==> src/rtl/core/fnvd_pkg.sv <==
package fnvd_pkg;

    localparam int SOURCE_DEPTH = 1024;
    localparam int SRC_AW       = $clog2(SOURCE_DEPTH);
    localparam int TABLE_DEPTH  = 256;
    localparam int TBL_AW       = $clog2(TABLE_DEPTH);
    localparam int CNT_W        = $clog2(TABLE_DEPTH + 1);
    localparam int CORNERS      = 3;

    localparam logic FUNC_LOAD = 1'b0;
    localparam logic FUNC_TRI  = 1'b1;

    typedef struct packed {
        logic               func;
        logic [9:0]         slot;
        logic signed [15:0] pos_x;
        logic signed [15:0] pos_y;
        logic signed [15:0] pos_z;
        logic [7:0]         joint;
        logic [9:0]         corner_a;
        logic [9:0]         corner_b;
        logic [9:0]         corner_c;
        logic               mesh_end;
    } in_item_t;

    typedef struct packed {
        logic [7:0]         out_index;
        logic               is_new;
        logic signed [15:0] new_x;
        logic signed [15:0] new_y;
        logic signed [15:0] new_z;
        logic signed [15:0] norm_x;
        logic signed [15:0] norm_y;
        logic signed [15:0] norm_z;
        logic [7:0]         joint_out;
        logic               last;
        logic               overflow;
    } out_item_t;

    typedef struct packed {
        logic signed [15:0] x;
        logic signed [15:0] y;
        logic signed [15:0] z;
        logic [7:0]         j;
    } vtx_t;

    typedef struct packed {
        logic signed [15:0] x;
        logic signed [15:0] y;
        logic signed [15:0] z;
    } nrm_t;

    typedef struct packed {
        vtx_t v;
        nrm_t n;
    } entry_t;

    // token travelling down the search chain
    typedef struct packed {
        logic              tok;
        logic              hit;
        logic [TBL_AW-1:0] idx;
    } hop_t;

endpackage

==> src/rtl/core/fnvd_cell.sv <==
module fnvd_cell (
    input  logic                        clk,
    input  logic                        rst_n,
    input  logic [fnvd_pkg::TBL_AW-1:0] cell_idx,
    input  logic [fnvd_pkg::CNT_W-1:0]  count,
    input  fnvd_pkg::entry_t            key,
    input  logic                        wr_en,
    input  fnvd_pkg::hop_t              hop_in,
    output fnvd_pkg::hop_t              hop_out
);
    import fnvd_pkg::*;

    entry_t entry_reg;
    hop_t   hop_reg;
    hop_t   hop_next;
    logic   valid;
    logic   match;

    assign valid = CNT_W'(cell_idx) < count;
    assign match = valid && (entry_reg == key);

    always_comb
    begin
        hop_next.tok = hop_in.tok;
        hop_next.hit = hop_in.hit | match;
        hop_next.idx = hop_in.hit ? hop_in.idx : cell_idx;
    end

    always_ff @(posedge clk)
    begin
        if (wr_en && (CNT_W'(cell_idx) == count))
        begin
            entry_reg <= key;
        end
    end

    always_ff @(posedge clk or negedge rst_n)
    begin
        if (!rst_n)
        begin
            hop_reg <= '0;
        end
        else
        begin
            hop_reg <= hop_next;
        end
    end

    assign hop_out = hop_reg;

endmodule

==> config.mk <==
export PLATFORM = sky130hd
export DESIGN_NAME = fnvd_cell
export DESIGN_NICKNAME = d
export VERILOG_FILES = /design/src/rtl/core/fnvd_pkg.sv /design/src/rtl/core/fnvd_cell.sv
export SDC_FILE = /design/constraint.sdc
export NUM_CORES = 1
export LEC_CHECK = 0
export BUFFER_PORTS_ARGS = -buffer_cell sky130_fd_sc_hd__buf_2
export CAP_MARGIN = 20
export CORE_ASPECT_RATIO = 2
export CORE_UTILIZATION = 45
export DETAILED_ROUTE_END_ITERATION = 16
export GPL_TIMING_DRIVEN = 0
export PLACE_DENSITY_LB_ADDON = 0.15
export SYNTH_ARGS = -nofsm -noshare
export SYNTH_HDL_FRONTEND = slang
export SYNTH_SLANG_ARGS = --single-unit
export TNS_END_PERCENT = 20
==> constraint.sdc <==
create_clock -name clk -period 2.1 [get_ports clk]
set_input_delay 0.105 -clock clk [delete_from_list [all_inputs] [get_ports clk]]
set_output_delay 0.105 -clock clk [all_outputs]
set_load 0.05 [all_outputs]
# Word-level counts from Yosys, hierarchy flattened
# Cells that the tools add are included.
[totals] out_inout_bits=10 word_cells=17 inputBits=134 register_bits=114
[classes] muxes=1 n_reduce_logical=2 eq_ne=2 n_bitwise=1 magnitude_cmp=1
[ops] cell="104-bit equality test" count=1
[ops] cell="8-bit by 9-bit equality test with 1-bit output" count=1
[ops] cell="8-bit by 9-bit < comparator with 1-bit output" count=1
[ops] cell="8-bit two-way mux" count=1
[ops] cell="1-bit logical AND" count=2
[ops] cell="1-bit bitwise OR" count=1

# Depth between registers and ports, before layout
# Gate-level depths: netlist (run 1).
[logic_depth] word_depth=3 ltp_mapped=8 mapped_depth_nobuf=8

# Worst setup path after synthesis (run 1)
# Ideal clock, no wire load.
[synth_path] path_kind="input-to-reg" startpoint="in count[7] (netlist name)" endpoint="reg entry_reg[0] (netlist name), enable pin" t_arrival_ns=7.702 setup_ns=0.695 setup_slack_ns=-6.296 required_time_ns=1.405 stages=5 path_buffers=0 path_cell_list="inv_1 -> ha_1 -> nor2b_1 -> nand3_1 -> nor3_1"
[synth_via] elab_chain_len=2
[synth_rtl] element="from (decl)" line_no="fnvd_cell.sv:5" rtl="input logic [fnvd_pkg::CNT_W-1:0] count,"
[synth_rtl] element="8-bit by 9-bit equality test with 1-bit output" line_no="fnvd_cell.sv:31" rtl="if (wr_en && (CNT_W'(cell_idx) == count))"
[synth_rtl] element="1-bit logical AND" line_no="fnvd_cell.sv:31"
[synth_rtl] element="to (signal assigned)" line_no="fnvd_cell.sv:33" rtl="entry_reg <= key;"
[synth_rtl] element="to (decl)" line_no="fnvd_cell.sv:13" rtl="entry_t entry_reg;"
# No other way between the ends.
# A chain may end at the register's enable or synchronous reset.

==> results of run 1 <==
## power breakdown
part	total [mW]	internal (mW)	switching (mW)
registers	2.50	2.50	0.00445
clock network	2.86	1.85	1.01
logic	0.609	0.344	0.265
## cells by family (layout without fill, tap and decap cells)
kind of cell | after synthesis | after routing
AOI/OAI and AO/OA | 44 | 44
xor gates and xnor gates | 65 | 65
adders and majority gates | 8 | 8
buffers and inverters | 49 | 350
DFF | 114 | 114
muxes | 7 | 7
and+or+nand+nor | 48 | 48
## cell type report
type	instances	area (sq um)	area share
sequential	114	3370	0.429
clock inverter	15	166	0.0211
clock buffer	17	425	0.0540
buffer	1	3.75	0.000477
tap	137	171	0.0218
multi-input combinational	172	1470	0.187
inverter	48	200	0.0254
timing repair buffer	269	2060	0.261
## worst max-delay path: cells and delay by family (launching register included)
kind	cells	cell delay (ps)
AO/OA/AOI/OAI	1	180
XOR/XNOR	1	150
AND/OR/NAND/NOR	4	1210
flip-flops	1	380
## cells in the mapped netlist (3+ instances only)
| master | n |
|---|---|
| ha_1 | 8 |
| dfrtp_1 | 10 |
| a22o_1 | 7 |
| edfxtp_1 | 104 |
| o2bb2ai_1 | 3 |
| nand2b_1 | 4 |
| mux2_2 | 7 |
| nand4_1 | 9 |
| xor2_1 | 43 |
| o22ai_1 | 15 |
| nand3_1 | 3 |
| a221oi_1 | 5 |
| nand2_1 | 5 |
| nor4_1 | 16 |
| xnor2_1 | 22 |
| inv_1 | 46 |
## per-layer routing
metal  up-vias  wire length, microns  GRT usage
met2       131                  6820      0.428
met5         -                     0          0
li1       1829                     -          -
met1      1777                  4510      0.226
met4         0                   357      0.111
met3        22                   526     0.0588
## final timing paths
check | end | slack [ps] | cells after the start
max | hop_out[8]$_DFF_PN0_ | 110 | 6
min | hop_out[5]$_DFF_PN0_ | 100 | 2
max reg2reg | hop_out[8]$_DFF_PN0_ | 110 | 6
min reg2reg | hop_out[8]$_DFF_PN0_ | 800 | 4
max in group asynchronous | hop_out[8]$_DFF_PN0_ | 1800 | 2
min in group clk | entry_reg[49]$_DFFE_PP_ | 230 | 3
## layout by cell type (no fill, tap or decap), types with 4 or more instances in the layout
cell type and count:
edfxtp_1 104, a22o_1 7, ha_4 5, dfrtp_1 10, a221oi_1 5, o22ai_1 15
dlygate4sd3_1 122, nand2_1 5, xor2_1 43, nand4_1 9, clkinv_1 4, mux2_2 7
inv_1 41, nand2b_1 4, clkbuf_16 17, buf_2 142, nor4_1 16, xnor2_1 22
buf_16 4
## timing repair
item | CTS | global route
hold buffers | 122 | 0
setup endpoints to repair | 0 | 1
resized for setup | 0 | 1
hold endpoints to repair | 123 | 0
## through the flow
| step | hold WS [ps] | utilization | cell area (sq um) | setup slack (ps) |
|---|---|---|---|---|
| finish | 98.9 | 0.742 | 7870 | 110 |
| global route | 110 | 0.742 | 7870 | 18.5 |
| CTS | 73.8 | 0.742 | 7870 | 82.6 |
| detailed placement | -22.6 | 0.571 | 6060 | -163 |
| global placement | -24.4 | 0.559 | 5930 | -2480 |
| floorplan | -191 | - | 5050 | -1390 |
==> results_dict.tcl, run 1 <==
set metrics [dict create \
    status "complete, no violations" \
    rsz0062_at_grt "no" \
    hold_viol 0 \
    grt-ovfl-total 0 \
    syn_to_final_growth_pct 59.2 \
    leakage_nw 3.18 \
    synth_top_family_by_area "XOR/XNOR gates" \
    syn_avg_cell_area_sq_um 14.8 \
    clock-sinks 114 \
    ys_seq_area_frac 0.682 \
    syn_area_sq_um 4940 \
    fmax_mhz 503 \
    synth_cell_types 36 \
    max_slew_margin 0.414 \
    critPathMaxStageDelay_ps 450 \
    rows 53 \
    cts_setup_buffers 0 \
    synth_nets 477 \
    grt_pass1_vias 4221 \
    synthXorXnorAreaFrac 0.115 \
    fp.dieH_microns 150 \
    nNetsFinal 765 \
    synthTopCellsByArea "edfxtp_1, xor2_1, dfrtp_1, xnor2_1, inv_1" \
    grt_pass1_wl_microns 19400 \
    clk_pin_slew_worst_paths_ps 50 \
    drtIter0Drc 111 \
    die-area_sq_um 11400 \
    ys_ff_latch 114 \
    drt_first_pass_iters 4 \
    gp_congestion 0.795 \
    cts_buffers 17 \
    initial_core_util 0.466 \
    crit_fanout 1 \
    arrival_ps 2320 \
    maxCapViolCount 0 \
    start_kind "register" \
    fp.dieW_microns 76.1 \
    end_kind "register" \
    core-area_sq_um 10600 \
    synth_compound_area_frac 0.0668 \
    yosys.area.top_type_share 0.632 \
    critPathKind "register to register" \
    cp-startpoint "entry_reg[98]$_DFFE_PP_" \
    grt_util_all_layers 0.226 \
    synthMuxAreaShare 0.0159 \
    grt_antenna_before_repair 0 \
    skew_ps 15.6 \
    stdcell_count 773 \
    clk_latency_ps 410 \
    drive_gt1_frac 0.314 \
    syn_inst 335 \
    synth_edf_count 104 \
    powerDensity_nw_per_um2 758 \
    port_buffers 142 \
    finalPower_mw 5.97 \
    timing.critical_path.required_ps 2430 \
    tightest_slew_ps 877 \
    hpwlAfterDp_microns 8260 \
    yosys.area_share.simple 0.0623 \
    synth-adder-area-share 0.0202 \
    synth_top_cell_by_area "edfxtp_1" \
    peakVddDrop_mv 0.737 \
    largest_reg_flops 104 \
    ctsHtreeMaxLevel 4 \
    clk_path_buf_depth 2 \
    avgRoutedWirePerCell_microns 15.8 \
    cts_root_buf "clkbuf_16" \
    setup-violations-final 0 \
    cp_cell_sequence "xor2_1, nor4_1, nand4_1, or3_1, nor4_2, a31o_1" \
    worst_path_max_delay_cell "or3_1" \
    n_fill_cell 695 \
    routed_via_density 4.86 \
    drc 0 \
    pin_count 144 \
    grt_max_degree 24 \
    r2r-start "entry_reg[98]$_DFFE_PP_" \
    finalSetupTns_ps 0 \
    routed_wl_microns 12200 \
    period_share 0.948 \
    diodes 0 \
    vias 3759 \
    final_antenna_net_count 0 \
    period_minus_slack_ps 1990 \
    cts_tree "done" \
    placedCellCount 619 \
    slew_violations 0 \
    min_path_type "input pin to async pin" \
    ys_warn_count 0 \
    synthArstFlopShare 0.0877 \
    synth-main-ff-cell "edfxtp_1" \
]
No activity file was read; power rests on OpenSTA's default activity.
==> run 2: changes to the inputs <==
HOLD_SLACK_MARGIN = 0.02   (was default)
clock period = 1.7 ns   (was 2.1 ns; I/O delays follow)
==> run 2 against run 1 <==
- the run now ends with setup timing left
- combinational power rose by 25%
- setup slack worse by 160 ps
- clock power is 24% higher
- clock skew decreased by 7.4 ps
- count of clock-buffer cells in the layout is the same
- wire length increased by 2.0%
- first-iteration DRC count increased by 1.8%
- sequential power is 24% higher
- final area increased by 1.5%
- critical path type unchanged
- largest power group unchanged
==> results_dict.tcl, run 2 (same netlist as run 1, synthesis figures left out) <==
set metrics [dict create \
    cp_cell_sequence "xnor2_2, o221ai_2, nor4_2, nand4_1, nor4_4, a31o_1" \
    grt_antenna_before_repair 0 \
    clk_pin_slew_worst_paths_ps 50 \
    path_buf_inv 0 \
    peakVddDrop_mv 0.918 \
    final_cell_area_sq_um 7990 \
    critPathKind "register to register" \
    grt-ovfl-total 0 \
    routed_wl_microns 12500 \
    cts_root_buf "clkbuf_16" \
    die-area_sq_um 11400 \
    drive_gt1_frac 0.333 \
    powerDensity_nw_per_um2 926 \
    diodes 0 \
    fmax_mhz 571 \
    skew_ps 8.28 \
    placed_area_sq_um 6060 \
    crit_fanout 1 \
    leakage_nw 3.23 \
    pin_count 144 \
    clock-sinks 114 \
    gp_congestion 0.795 \
    grt_util_all_layers 0.229 \
    routed_via_density 4.92 \
    initial_core_util 0.466 \
    dp_slack_ps -543 \
    grt_pass1_vias 4246 \
    status "finished with violations" \
    end_kind "register" \
    avgRoutedWirePerCell_microns 16.1 \
    route.met2.wl_microns 6870 \
    largest_reg_flops 104 \
    layout_commonest_cell "buf_2" \
    final_antenna_net_count 0 \
    met3_length_microns 610 \
    max_slew_margin 0.654 \
    syn_to_final_growth_pct 61.6 \
    clk_path_buf_depth 2 \
    hold_ws_ps 79.4 \
    nNetsFinal 768 \
    placedCellCount 619 \
    tightest_slew_ps 519 \
    start_kind "register" \
    timing.critical_path.required_ps 2040 \
    period_share 1.03 \
    rows 53 \
    cts_buffers 17 \
    worst_path_max_delay_cell "edfxtp_1" \
    critPathMaxStageDelay_ps 420 \
    grt_max_degree 24 \
    setup_slack_ps -52.2 \
    hpwlAfterDp_microns 8260 \
    ctsHtreeMaxLevel 4 \
    arrival_ps 2090 \
    min_path_type "input pin to async pin" \
    fp.dieH_microns 150 \
    stdcell_count 776 \
    maxCapViolCount 0 \
    slew_violations 0 \
    cts_tree "done" \
    finalSetupTns_ps -52.2 \
    grt_pass1_wl_microns 19600 \
    mostFrequentLayoutCells "buf_2, dlygate4sd3_1, edfxtp_1" \
    period_minus_slack_ps 1750 \
    fp.dieW_microns 76.1 \
    hold_viol 0 \
    critPathTopFamily "simple AND/OR/NAND/NOR gates" \
    setup-violations-final 1 \
    clk_latency_ps 410 \
    drtIter0Drc 113 \
    drc 0 \
    routedLengthMet1_microns 4550 \
    vias 3816 \
    drt_first_pass_iters 6 \
    port_buffers 142 \
    violations "setup timing" \
    rsz0062_at_grt "yes" \
    core-area_sq_um 10600 \
    topRoutingLayerUsed "met4" \
]
run 2: cell types whose count changed in the layout (fill, tap and decap cells not counted), moves of 2 or more:
| cell | delta |
|---|---|
| a2111oi_2 | +2 |
| buf_12 | +2 |
| nor4_2 | +4 |
| nor4_1 | -5 |
run 2: worst paths after layout:
path                                          from              endpoint  slack, ps  cells past startpoint
min reg2reg                entry_reg[51]$_DFFE_PP_  hop_out[8]$_DFF_PN0_        830                      4
max reg2reg                entry_reg[97]$_DFFE_PP_  hop_out[8]$_DFF_PN0_        -50                      6
max in group asynchronous                    rst_n  hop_out[8]$_DFF_PN0_       1430                      2
max                        entry_reg[97]$_DFFE_PP_  hop_out[8]$_DFF_PN0_        -50                      6
min                                          rst_n  hop_out[9]$_DFF_PN0_         80                      2
min in group clk                          count[8]  hop_out[8]$_DFF_PN0_        220                      5
run 2: layout make-up:
| type | instances | area, sq um |
|---|---|---|
| plain buffers | 1 | 3.75 |
| clock buffers | 17 | 425 |
| clock inverters | 15 | 166 |
| fillers | 687 | 2620 |
| inverters | 48 | 200 |
| multi-input cells | 172 | 1540 |
| flip-flops and latches | 114 | 3370 |
| well taps | 137 | 171 |
| repair buffers | 272 | 2100 |
run 2: stage by stage:
stage               utilization  power, mW
finish                    0.753       7.40
global route              0.753       7.66
CTS                       0.750       7.44
detailed placement        0.571       3.66
global placement          0.559       3.65
floorplan                     -       3.39
run 2: power by group:
part           total, mW  switching (mW)  internal [mW]
combinational      0.763           0.334          0.429
sequential          3.09         0.00560           3.08
clock               3.55            1.26           2.29
run 2: per-layer routing:
metal  vias up  track usage
li1       1836            -
met1      1806        0.226
met2       145        0.435
met3        29       0.0594
met4         0        0.120
met5         -            0
run 2: what timing repair did:
item,CTS,global route
pin swaps,6,2
hold endpoints to repair,123,0
setup buffers,3,0
hold buffers,122,0
endpoints found under the setup margin,24,1
resized for setup,8,5
